<file path="config.mk">
export PLATFORM = sky130hd
export DESIGN_NAME = flv_tag_deframer
export DESIGN_NICKNAME = d
export VERILOG_FILES = /design/src/rtl/flvd_pkg.sv /design/src/rtl/flvd_parse.sv /design/src/rtl/flv_tag_deframer.sv
export SDC_FILE = /design/constraint.sdc
export NUM_CORES = 1
export LEC_CHECK = 0
export ABC_CLOCK_PERIOD_IN_PS = 4200
export BUFFER_PORTS_ARGS = -buffer_cell sky130_fd_sc_hd__buf_4
export CAP_MARGIN = 20
export CORE_UTILIZATION = 40
export CTS_CLUSTER_DIAMETER = 30
export DETAILED_ROUTE_END_ITERATION = 6
export MAX_ROUTING_LAYER = met4
export SYNTH_ARGS = -nofsm -noshare
export SYNTH_HDL_FRONTEND = slang
export SYNTH_HIERARCHICAL = 1
export SYNTH_SLANG_ARGS = --single-unit
</file>
<file path="constraint.sdc">
create_clock -name clock -period 4.2 [get_ports clock]
set_clock_uncertainty 0.2 [all_clocks]
set_input_delay 0.84 -clock clock [delete_from_list [all_inputs] [get_ports clock]]
set_output_delay 0.84 -clock clock [all_outputs]
set_load 0.02 [all_outputs]
</file>
<file path="src/rtl/flvd_pkg.sv">
package flvd_pkg;

   typedef enum logic [1:0] {
      PH_FILE_HDR,
      PH_TAG_HDR,
      PH_PAYLOAD,
      PH_TRAILER
   } phase_type;

   localparam logic [23:0] FILE_HDR_LEN = 24'd13;
   localparam logic [23:0] TAG_HDR_LAST = 24'd10;
   localparam logic [23:0] SIZE_LAST_BYTE = 24'd3;
   localparam logic [23:0] TIME_LAST_BYTE = 24'd6;
   localparam logic [23:0] TRAILER_LEN = 24'd4;
   localparam logic [7:0] TYPE_AUDIO = 8'h08;
   localparam logic [7:0] TYPE_VIDEO = 8'h09;

   typedef struct packed {
      logic [7:0] data_byte;
      logic stream_end;
   } req_type;

   typedef struct packed {
      logic [7:0] payload_byte;
      logic tag_kind;
      logic [23:0] timestamp;
      logic first_of_tag;
      logic last_of_tag;
      logic empty_tag;
      logic truncated;
   } rsp_type;

endpackage

</file>
<file path="src/rtl/flvd_parse.sv">
module flvd_parse (
   input logic clock,
   input logic reset,
   input logic step,
   input flvd_pkg::req_type item,
   input logic [23:0] seek_timestamp,
   output logic res_valid,
   output flvd_pkg::rsp_type res
);

   flvd_pkg::phase_type phase_ff, phase_in;
   logic [23:0] count_ff, count_in;
   logic [7:0] type_ff, type_in;
   logic [23:0] size_ff, size_in;
   logic [23:0] time_ff, time_in;
   logic sat_ff, sat_in;

   logic is_av;
   logic kind;
   logic sat_next;
   logic acc;
   logic last;
   logic [23:0] count_inc;

   always_comb begin
      is_av = (type_ff == flvd_pkg::TYPE_AUDIO) || (type_ff == flvd_pkg::TYPE_VIDEO);
      kind = (type_ff == flvd_pkg::TYPE_VIDEO);
      sat_next = sat_ff || (is_av && (time_ff >= seek_timestamp));
      acc = is_av && sat_next;
      count_inc = count_ff + 24'd1;
      last = (count_inc >= size_ff);

      phase_in = phase_ff;
      count_in = count_ff;
      type_in = type_ff;
      size_in = size_ff;
      time_in = time_ff;
      sat_in = sat_ff;
      res_valid = 1'b0;
      res = '0;

      case (phase_ff)
         flvd_pkg::PH_FILE_HDR: begin
            count_in = count_inc;
            if (count_inc >= flvd_pkg::FILE_HDR_LEN) begin
               phase_in = flvd_pkg::PH_TAG_HDR;
               count_in = '0;
            end
         end
         flvd_pkg::PH_TAG_HDR: begin
            if (count_ff == '0) begin
               type_in = item.data_byte;
            end else if (count_ff <= flvd_pkg::SIZE_LAST_BYTE) begin
               size_in = {size_ff[15:0], item.data_byte};
            end else if (count_ff <= flvd_pkg::TIME_LAST_BYTE) begin
               time_in = {time_ff[15:0], item.data_byte};
            end
            if (count_ff < flvd_pkg::TAG_HDR_LAST) begin
               count_in = count_inc;
               if (item.stream_end) begin
                  res_valid = 1'b1;
                  res.first_of_tag = 1'b1;
                  res.truncated = 1'b1;
               end
            end else begin
               sat_in = sat_next;
               count_in = '0;
               res.tag_kind = kind;
               res.timestamp = time_ff;
               res.first_of_tag = 1'b1;
               if (size_ff == '0) begin
                  res_valid = acc;
                  res.last_of_tag = 1'b1;
                  res.empty_tag = 1'b1;
                  phase_in = flvd_pkg::PH_TRAILER;
               end else begin
                  res_valid = acc && item.stream_end;
                  res.truncated = 1'b1;
                  phase_in = flvd_pkg::PH_PAYLOAD;
               end
            end
         end
         flvd_pkg::PH_PAYLOAD: begin
            res_valid = is_av && sat_ff;
            res.payload_byte = item.data_byte;
            res.tag_kind = kind;
            res.timestamp = time_ff;
            res.first_of_tag = (count_ff == '0);
            res.last_of_tag = last;
            res.truncated = item.stream_end && !last;
            if (last) begin
               phase_in = flvd_pkg::PH_TRAILER;
               count_in = '0;
            end else begin
               count_in = count_inc;
            end
         end
         flvd_pkg::PH_TRAILER: begin
            count_in = count_inc;
            if (count_inc >= flvd_pkg::TRAILER_LEN) begin
               phase_in = flvd_pkg::PH_TAG_HDR;
               count_in = '0;
               type_in = '0;
               size_in = '0;
               time_in = '0;
            end
         end
         default: begin
            phase_in = flvd_pkg::PH_FILE_HDR;
         end
      endcase

      if (item.stream_end) begin
         phase_in = flvd_pkg::PH_FILE_HDR;
         count_in = '0;
         type_in = '0;
         size_in = '0;
         time_in = '0;
         sat_in = 1'b0;
      end
   end

   always_ff @(posedge clock) begin
      if (reset) begin
         phase_ff <= flvd_pkg::PH_FILE_HDR;
         count_ff <= '0;
         type_ff <= '0;
         size_ff <= '0;
         time_ff <= '0;
         sat_ff <= 1'b0;
      end else if (step) begin
         phase_ff <= phase_in;
         count_ff <= count_in;
         type_ff <= type_in;
         size_ff <= size_in;
         time_ff <= time_in;
         sat_ff <= sat_in;
      end
   end

endmodule

</file>
<file path="src/rtl/flv_tag_deframer.sv">
// FLV tag deframer: takes an FLV file one byte per transaction and returns the payload
// bytes of audio and video tags with kind, timestamp and first/last/empty/truncated
// marks. One byte is taken every cycle when the result side keeps up; a byte goes through
// an input register, the parser state update and a result register. Tags are dropped
// until an audio or video tag with a timestamp at or above csr_wdata's last written
// value appears; every stream_end restarts parsing at the file header.
module flv_tag_deframer (
   input logic clock,
   input logic reset,
   input logic req_valid,
   output logic req_ready,
   input flvd_pkg::req_type req_payload,
   output logic rsp_valid,
   input logic rsp_ready,
   output flvd_pkg::rsp_type rsp_payload,
   input logic csr_we,
   input logic [23:0] csr_wdata
);

   logic [23:0] seek_ff;
   logic in_valid_ff;
   flvd_pkg::req_type in_item_ff;
   logic out_valid_ff, out_valid_in;
   flvd_pkg::rsp_type out_item_ff;

   logic out_free;
   logic step;
   logic res_valid;
   flvd_pkg::rsp_type res;

   assign out_free = !out_valid_ff || rsp_ready;
   assign step = in_valid_ff && out_free;
   assign req_ready = !in_valid_ff || step;
   assign out_valid_in = step && res_valid;

   flvd_parse u_parse (
      .clock(clock),
      .reset(reset),
      .step(step),
      .item(in_item_ff),
      .seek_timestamp(seek_ff),
      .res_valid(res_valid),
      .res(res)
   );

   always_ff @(posedge clock) begin
      if (reset) begin
         seek_ff <= '0;
         in_valid_ff <= 1'b0;
         out_valid_ff <= 1'b0;
      end else begin
         if (csr_we) begin
            seek_ff <= csr_wdata;
         end
         if (req_ready) begin
            in_valid_ff <= req_valid;
         end
         if (out_free) begin
            out_valid_ff <= out_valid_in;
         end
      end
   end

   always_ff @(posedge clock) begin
      if (req_valid && req_ready) begin
         in_item_ff <= req_payload;
      end
      if (out_free && out_valid_in) begin
         out_item_ff <= res;
      end
   end

   assign rsp_valid = out_valid_ff;
   assign rsp_payload = out_item_ff;

endmodule

</file>
**After elaboration in Yosys (flattened, before gate mapping)**

Index checks and enable logic that the tools add are counted.

- Register bits after elaboration: 155
- Bits of input ports: 38
- Output and inout bits: 39

- Add/sub/neg operators: 1
- Order comparisons: 7
- Eq/ne operators: 15
- Mux-type cells: 42
- Bitwise logic cells: 1
- Reduce and logical (&&, ||, !) cells: 27

Operators with widths:

| kind | number |
|---|---|
| $mux W24 | 13 |
| $pmux W24 S2 | 2 |
| $pmux W24 S4 | 1 |
| $pmux W27 S2 | 1 |
| $ge A24 B24 Y1 | 2 |
| $logic_not A24 Y1 | 2 |
| $mux W25 | 1 |
| $add A24 B1 Y24 const B | 1 |
| $ge A24 B3 Y1 const B | 1 |
| $ge A24 B4 Y1 const B | 1 |
| $le A24 B2 Y1 const B | 1 |
| $le A24 B3 Y1 const B | 1 |
| $lt A24 B4 Y1 const B | 1 |
| $mux W8 | 3 |
| $ne A3 B2 Y1 const B | 6 |
| $eq A8 B4 Y1 const B | 2 |
| $pmux W8 S2 | 1 |
| $mux W2 | 7 |
| $mux W1 | 10 |
| $reduce_and A5 Y1 | 2 |
| $logic_and A1 B1 Y1 | 9 |
| $ne A3 B3 Y1 const B | 3 |
| $pmux W2 S4 | 1 |
| $reduce_and A6 Y1 | 1 |
| other kinds (13) | 20 |

**Logic depth before layout (Yosys ltp)**

- Depth after elaboration: 11
- Depth in mapped cells: 18
- Mapped depth without buffers: 16

**Cells and area by module**

Netlist, hierarchy kept.

By module, submodules not included:

| module | instances | cells each | area each (um^2) | seq. area each (um^2) |
|---|---|---|---|---|
| flvd_parse | 1 | 729 | 5,738.0 | 1,661.6 |
| flv_tag_deframer | 1 | 135 | 2,347.3 | 1,901.8 |

**Worst setup path after synthesis**

Ideal clock, no wire load.

- Kind: reg-to-reg
- Start point: reg seek_ff[15]
- End point: reg out_item_ff (netlist bit rsp_payload[0]), enable pin
- Setup time: 0.436 ns
- Arrival: 3.532 ns
- Data required time: 3.564 ns
- Setup slack: 0.032 ns
- Stages on the path, launching flop included: 12
- Buffers on the path: 0
- Cells stage by stage: dfxtp_1 > inv_1 > ha_1 > nand3_1 > or4_1 > nor2_1 > a21oi_1 > o21ai_0 > nand3_1 > a31oi_1 > nand2_1 > nor2b_1

- Word-level cells in the longest chain between the ends: 10

RTL lines:

| item | RTL line | source |
|---|---|---|
| from (decl) | flv_tag_deframer.sv:20 | `logic [23:0] seek_ff;` |
| from (signal assigned) | flv_tag_deframer.sv:53 | `seek_ff <= csr_wdata;` |
| $ge A24 B24 Y1 * | flvd_parse.sv:28 | `sat_next = sat_ff \|\| (is_av && (time_ff >= seek_timestamp));` |
| $logic_and A1 B1 Y1 * | flvd_parse.sv:28 |  |
| $logic_or A1 B1 Y1 * | flvd_parse.sv:28 |  |
| $logic_and A1 B1 Y1 * | flvd_parse.sv:29 | `acc = is_av && sat_next;` |
| $logic_and A1 B1 Y1 | flvd_parse.sv:77 | `res_valid = acc && item.stream_end;` |
| $mux W1 * | flvd_parse.sv:71 | `if (size_ff == '0) begin` |
| $mux W1 * | flvd_parse.sv:58 | `if (count_ff < flvd_pkg::TAG_HDR_LAST) begin` |
| $pmux W1 S2 * | flvd_parse.sv:42 | `case (phase_ff)` |
| via res_valid | flv_tag_deframer.sv:28 | `logic res_valid;` |
| $logic_and A1 B1 Y1 * | flv_tag_deframer.sv:34 | `assign out_valid_in = step && res_valid;` |
| $logic_and A1 B1 Y1 * | flv_tag_deframer.sv:68 | `if (out_free && out_valid_in) begin` |
| to (signal assigned) | flv_tag_deframer.sv:69 | `out_item_ff <= res;` |
| to (decl) | flv_tag_deframer.sv:24 | `flvd_pkg::rsp_type out_item_ff;` |

Mark *: on every way through the listed nets, which the timed path passes. The rest lies on a longest branch.
A chain may end at the register's enable or synchronous reset.

**Worst setup path after layout**

- Start point: reg u_parse.count_ff[8]
- End point: reg u_parse.count_ff[18]

- Word-level cells in the longest chain between the ends: 5
- Elaborated cells between the ends (all ways): 11
- Those cells by class: 1 x add/sub; 4 x order compare; 6 x mux

RTL lines:

| item | RTL line | source |
|---|---|---|
| from (decl) | flvd_parse.sv:12 | `logic [23:0] count_ff, count_in;` |
| from (signal assigned) | flvd_parse.sv:133 | `count_ff <= count_in;` |
| $add A24 B1 Y24 | flvd_parse.sv:30 | `count_inc = count_ff + 24'd1;` |
| $ge A24 B3 Y1, or another cell as far along | flvd_parse.sv:100 | `if (count_inc >= flvd_pkg::TRAILER_LEN) begin` |
| $mux W24 (on tied branches) | flvd_parse.sv:100, flvd_parse.sv:91, flvd_parse.sv:45 |  |
| $pmux W24 S4 * | flvd_parse.sv:42 |  |
| $mux W24 * | flvd_parse.sv:113 | `if (item.stream_end) begin` |

Mark *: on every way between the ends. The rest lies on a longest branch, timed or not.

==> impl_metrics.yaml <==
run_status:
  status: "finished, final reports clean"
critical_path:
  critical-path-top-delay-family: "compound AO/OA/AOI/OAI gates"
  crit_path_top_delay_cell: "dfxtp_1"
  required_ps: 4350
  cpMostUsedCell: "buf_4"
  worstReg2RegStart: "u_parse/count_ff[8]$_SDFFE_PP0P_"
  worst-path-buf-inv: 3
  cp_data_arrival_time_ps: 4120
  path_cells: "and2_2, nand3_4, or3_1, xnor2_2, ha_1, nand2_1, nor3_1, a221o_1, a221oi_1, o31a_1, a31oi_1, buf_4, a311oi_4, buf_4, buf_6, a21oi_1, o22ai_1"
  r2r_cells: 17
  worst-path-stages: 17
  cpPeakStageDelay_ps: 430
  critical_path_class: "register to register"
  cp-startpoint: "u_parse/count_ff[8]$_SDFFE_PP0P_"
  critPathLaunchType: "register"
  r2r-end: "u_parse/count_ff[18]$_SDFFE_PP0P_"
  r2r_slack_ps: 230
  cp_max_fo: 7
  worst_setup_path_end_kind: "register"
yosys:
  ys_ff_latch: 155
  post-synth-top-count-cell: "dfxtp_1"
  synth_compound_area_share_pct: 14.1
  synth_fp_nets: 958
  yosys.area.top_type: "dfxtp_1"
  synth-edff-count: 46
  synthArstFlopShare_pct: 0
  yosys-top-cells-count: "dfxtp_1 (109), inv_1 (67), nand2_1 (58)"
  ys_top_cells_by_area: "dfxtp_1 (27%), edfxtp_1 (17%), ha_1 (8.7%)"
  syn_area_per_cell_um2: 9.36
  yosys.area_share.simple_pct: 21.0
  netlist_instances: 864
  synthAdderAreaFrac_pct: 8.67
  yosys_most_used_dff: "dfxtp_1"
  yosysSeqAreaShare_pct: 44.1
  ys_types: 59
  synthXorXnorAreaFrac_pct: 2.17
  yosysTopAreaCellShare_pct: 27.0
  muxShareOfSynthArea_pct: 3.47
  netlist_area_um2: 8090
  synth_top_family_by_area: "simple AND/OR/NAND/NOR gates"
  ys_warn_count: 6
drt:
  first_iter_violations: 562
  vias: 6473
  antenna_left: 0
  wl_per_cell_um: 16.5
  avgViaCountPerCell: 5.30
  wl_um: 20200
  drt_pass1_iterations: 5
  drc: 0
sta:
  drv_slew: 0
  setup_tns_ps: 0
  slew-limit-headroom_pct: 44.8
  hold-worst-slack_ps: 280
  fmax_ghz: 0.252
  period_share_pct: 94.6
  setup_viol: 0
  tightest_slew_ps: 827
  layout_min_cycle_time_ps: 3970
  final-hold-violation-count: 0
worst_hold_path:
  hold_path_end: "u_parse/time_ff[8]$_SDFFE_PP0P_"
  hold_class: "register to register"
  holdCritStartpoint: "u_parse/time_ff[0]$_SDFFE_PP0P_"
  hold_depth: 2
clock_network:
  path_clk_slew_ps: 70
  cts_sinks: 155
  holdBufCountCts: 0
  cts_max_level: 4
  clockRootBuffer: "clkbuf_16"
  cts_tree: "yes"
  cts_buffers: 17
  clock_path_buffers: 2
  clkLatencyLatePin_ps: 430
floorplan:
  fp.dieH_um: 144
  coreArea_um2: 19700
  io_pins: 77
  rows: 51
  die-area_um2: 20800
  initial_core_util_pct: 41.1
  die_w_um: 144
global_routing:
  grt_pass1_vias: 6213
  grt_pass1_wl_um: 32600
  grt_max_degree: 84
  grt.total_usage_pct: 21.2
  antenna_found_initial: 0
  overflow: 0
final_layout:
  multiInputGateArea_um2: 4060
  area_delta_synth_final_pct: 19.7
  instances_no_fill: 1222
  drive_gt1_share_pct: 17.7
  regArea_um2: 3560
  antenna_cells: 0
  filler_cell_count: 1918
  fin_nets: 1038
  utilization_pct: 49.2
placed_design:
  dp_cells: 1186
  gp_congestion: 0.887
  io_buffers: 76
  place_hpwl_um: 14600
pwr:
  power_leakage_nw: 3.95
  ir_worst_vdd_mv: 0.246
  p_per_area_nw_per_um2: 345
  power_mw: 3.33
run:
  maxCapViolCount: 0
layout make-up:
type	instances	area share, %
multi-input combinational	588	41.9
sequential	155	36.8
timing repair buffer	115	9.11
clock buffer	18	4.44
tap	265	3.43
inverter	67	2.60
clock inverter	14	1.66
state kept, by name (all words and copies together), names as in the netlist:
name / cells
in_item_ff: 9
u_parse/sat_ff: 1
rsp_valid: 1
u_parse/count_ff: 24
u_parse/size_ff: 24
u_parse/phase_ff: 2
u_parse/time_ff: 24
u_parse/type_ff: 8
in_valid_ff: 1
seek_ff: 24
rsp_payload: 37
worst max-delay path by stage:
stage | endpoint | slack [ps]
global placement | u_parse/count_ff[11]$_SDFFE_PP0P_ | 290
detailed placement | u_parse/count_ff[4]$_SDFFE_PP0P_ | 220
floorplan | rsp_payload[0]$_DFFE_PP_ | 30
global route | u_parse/count_ff[21]$_SDFFE_PP0P_ | -5
finish | u_parse/count_ff[18]$_SDFFE_PP0P_ | 230
CTS | u_parse/count_ff[18]$_SDFFE_PP0P_ | 200
repair_timing:
item                                    in CTS  in global routing
endpoints found under the hold margin        0                  0
endpoints found under the setup margin       0                 22
resized for setup                            0                 15
setup buffers                                0                  2
power breakdown:
part	total [mW]	switching (mW)	leakage, nW	internal [mW]
Combinational	0.207	0.118	2.31	0.0893
Clock	1.55	0.656	0.286	0.890
Sequential	1.58	0.0223	1.36	1.56
Total	3.33	0.796	3.95	2.54
cells by family after synthesis:
family,Yosys count
mux,28
compound gates,169
simple gates,315
xor+xnor,20
fa+ha+maj,56
flops,155
buf+inv,121
layout by cell type, fill, tap and decap left out, types with 11 or more instances in the layout:
cell	n
buf_4	111
dfxtp_1	108
inv_1	67
nand2_1	58
nand3_1	56
o21ai_0	55
ha_1	55
edfxtp_1	46
nor2_1	45
and2_1	36
mux2i_1	28
a21oi_1	26
nand3b_1	25
o31ai_1	25
nand2b_1	21
clkbuf_16	17
nand4_1	14
nor4_1	14
a32o_1	13
a21o_1	12
xnor2_1	11
layer usage:
layer | up-vias | share of wire [%] | global-route usage, %
li1 | 3244 | - | -
met1 | 3048 | 46 | 26.3
met2 | 149 | 48 | 34.4
met3 | 32 | 3.9 | 3.58
met4 | 0 | 2.5 | 8.31
met5 | - | 0 | -
stage by stage:
step,cell area (um^2),worst slack (ps)
after floorplan,8090,32.1
after global placement,9000,295
after detailed placement,9000,222
after CTS,9590,202
after global routing,9670,-5.02
final,9670,228
worst reg2reg max path: stages, from the launching register on:
cell	delay, ps
dfxtp_1	430
and2_2	250
nand3_4	80
or3_1	390
xnor2_2	200
ha_1	280
nand2_1	100
nor3_1	70
a221o_1	310
a221oi_1	240
o31a_1	230
a31oi_1	100
buf_4	190
a311oi_4	310
buf_4	190
buf_6	130
a21oi_1	70
o22ai_1	130
Power figures use the tool's default switching activity.
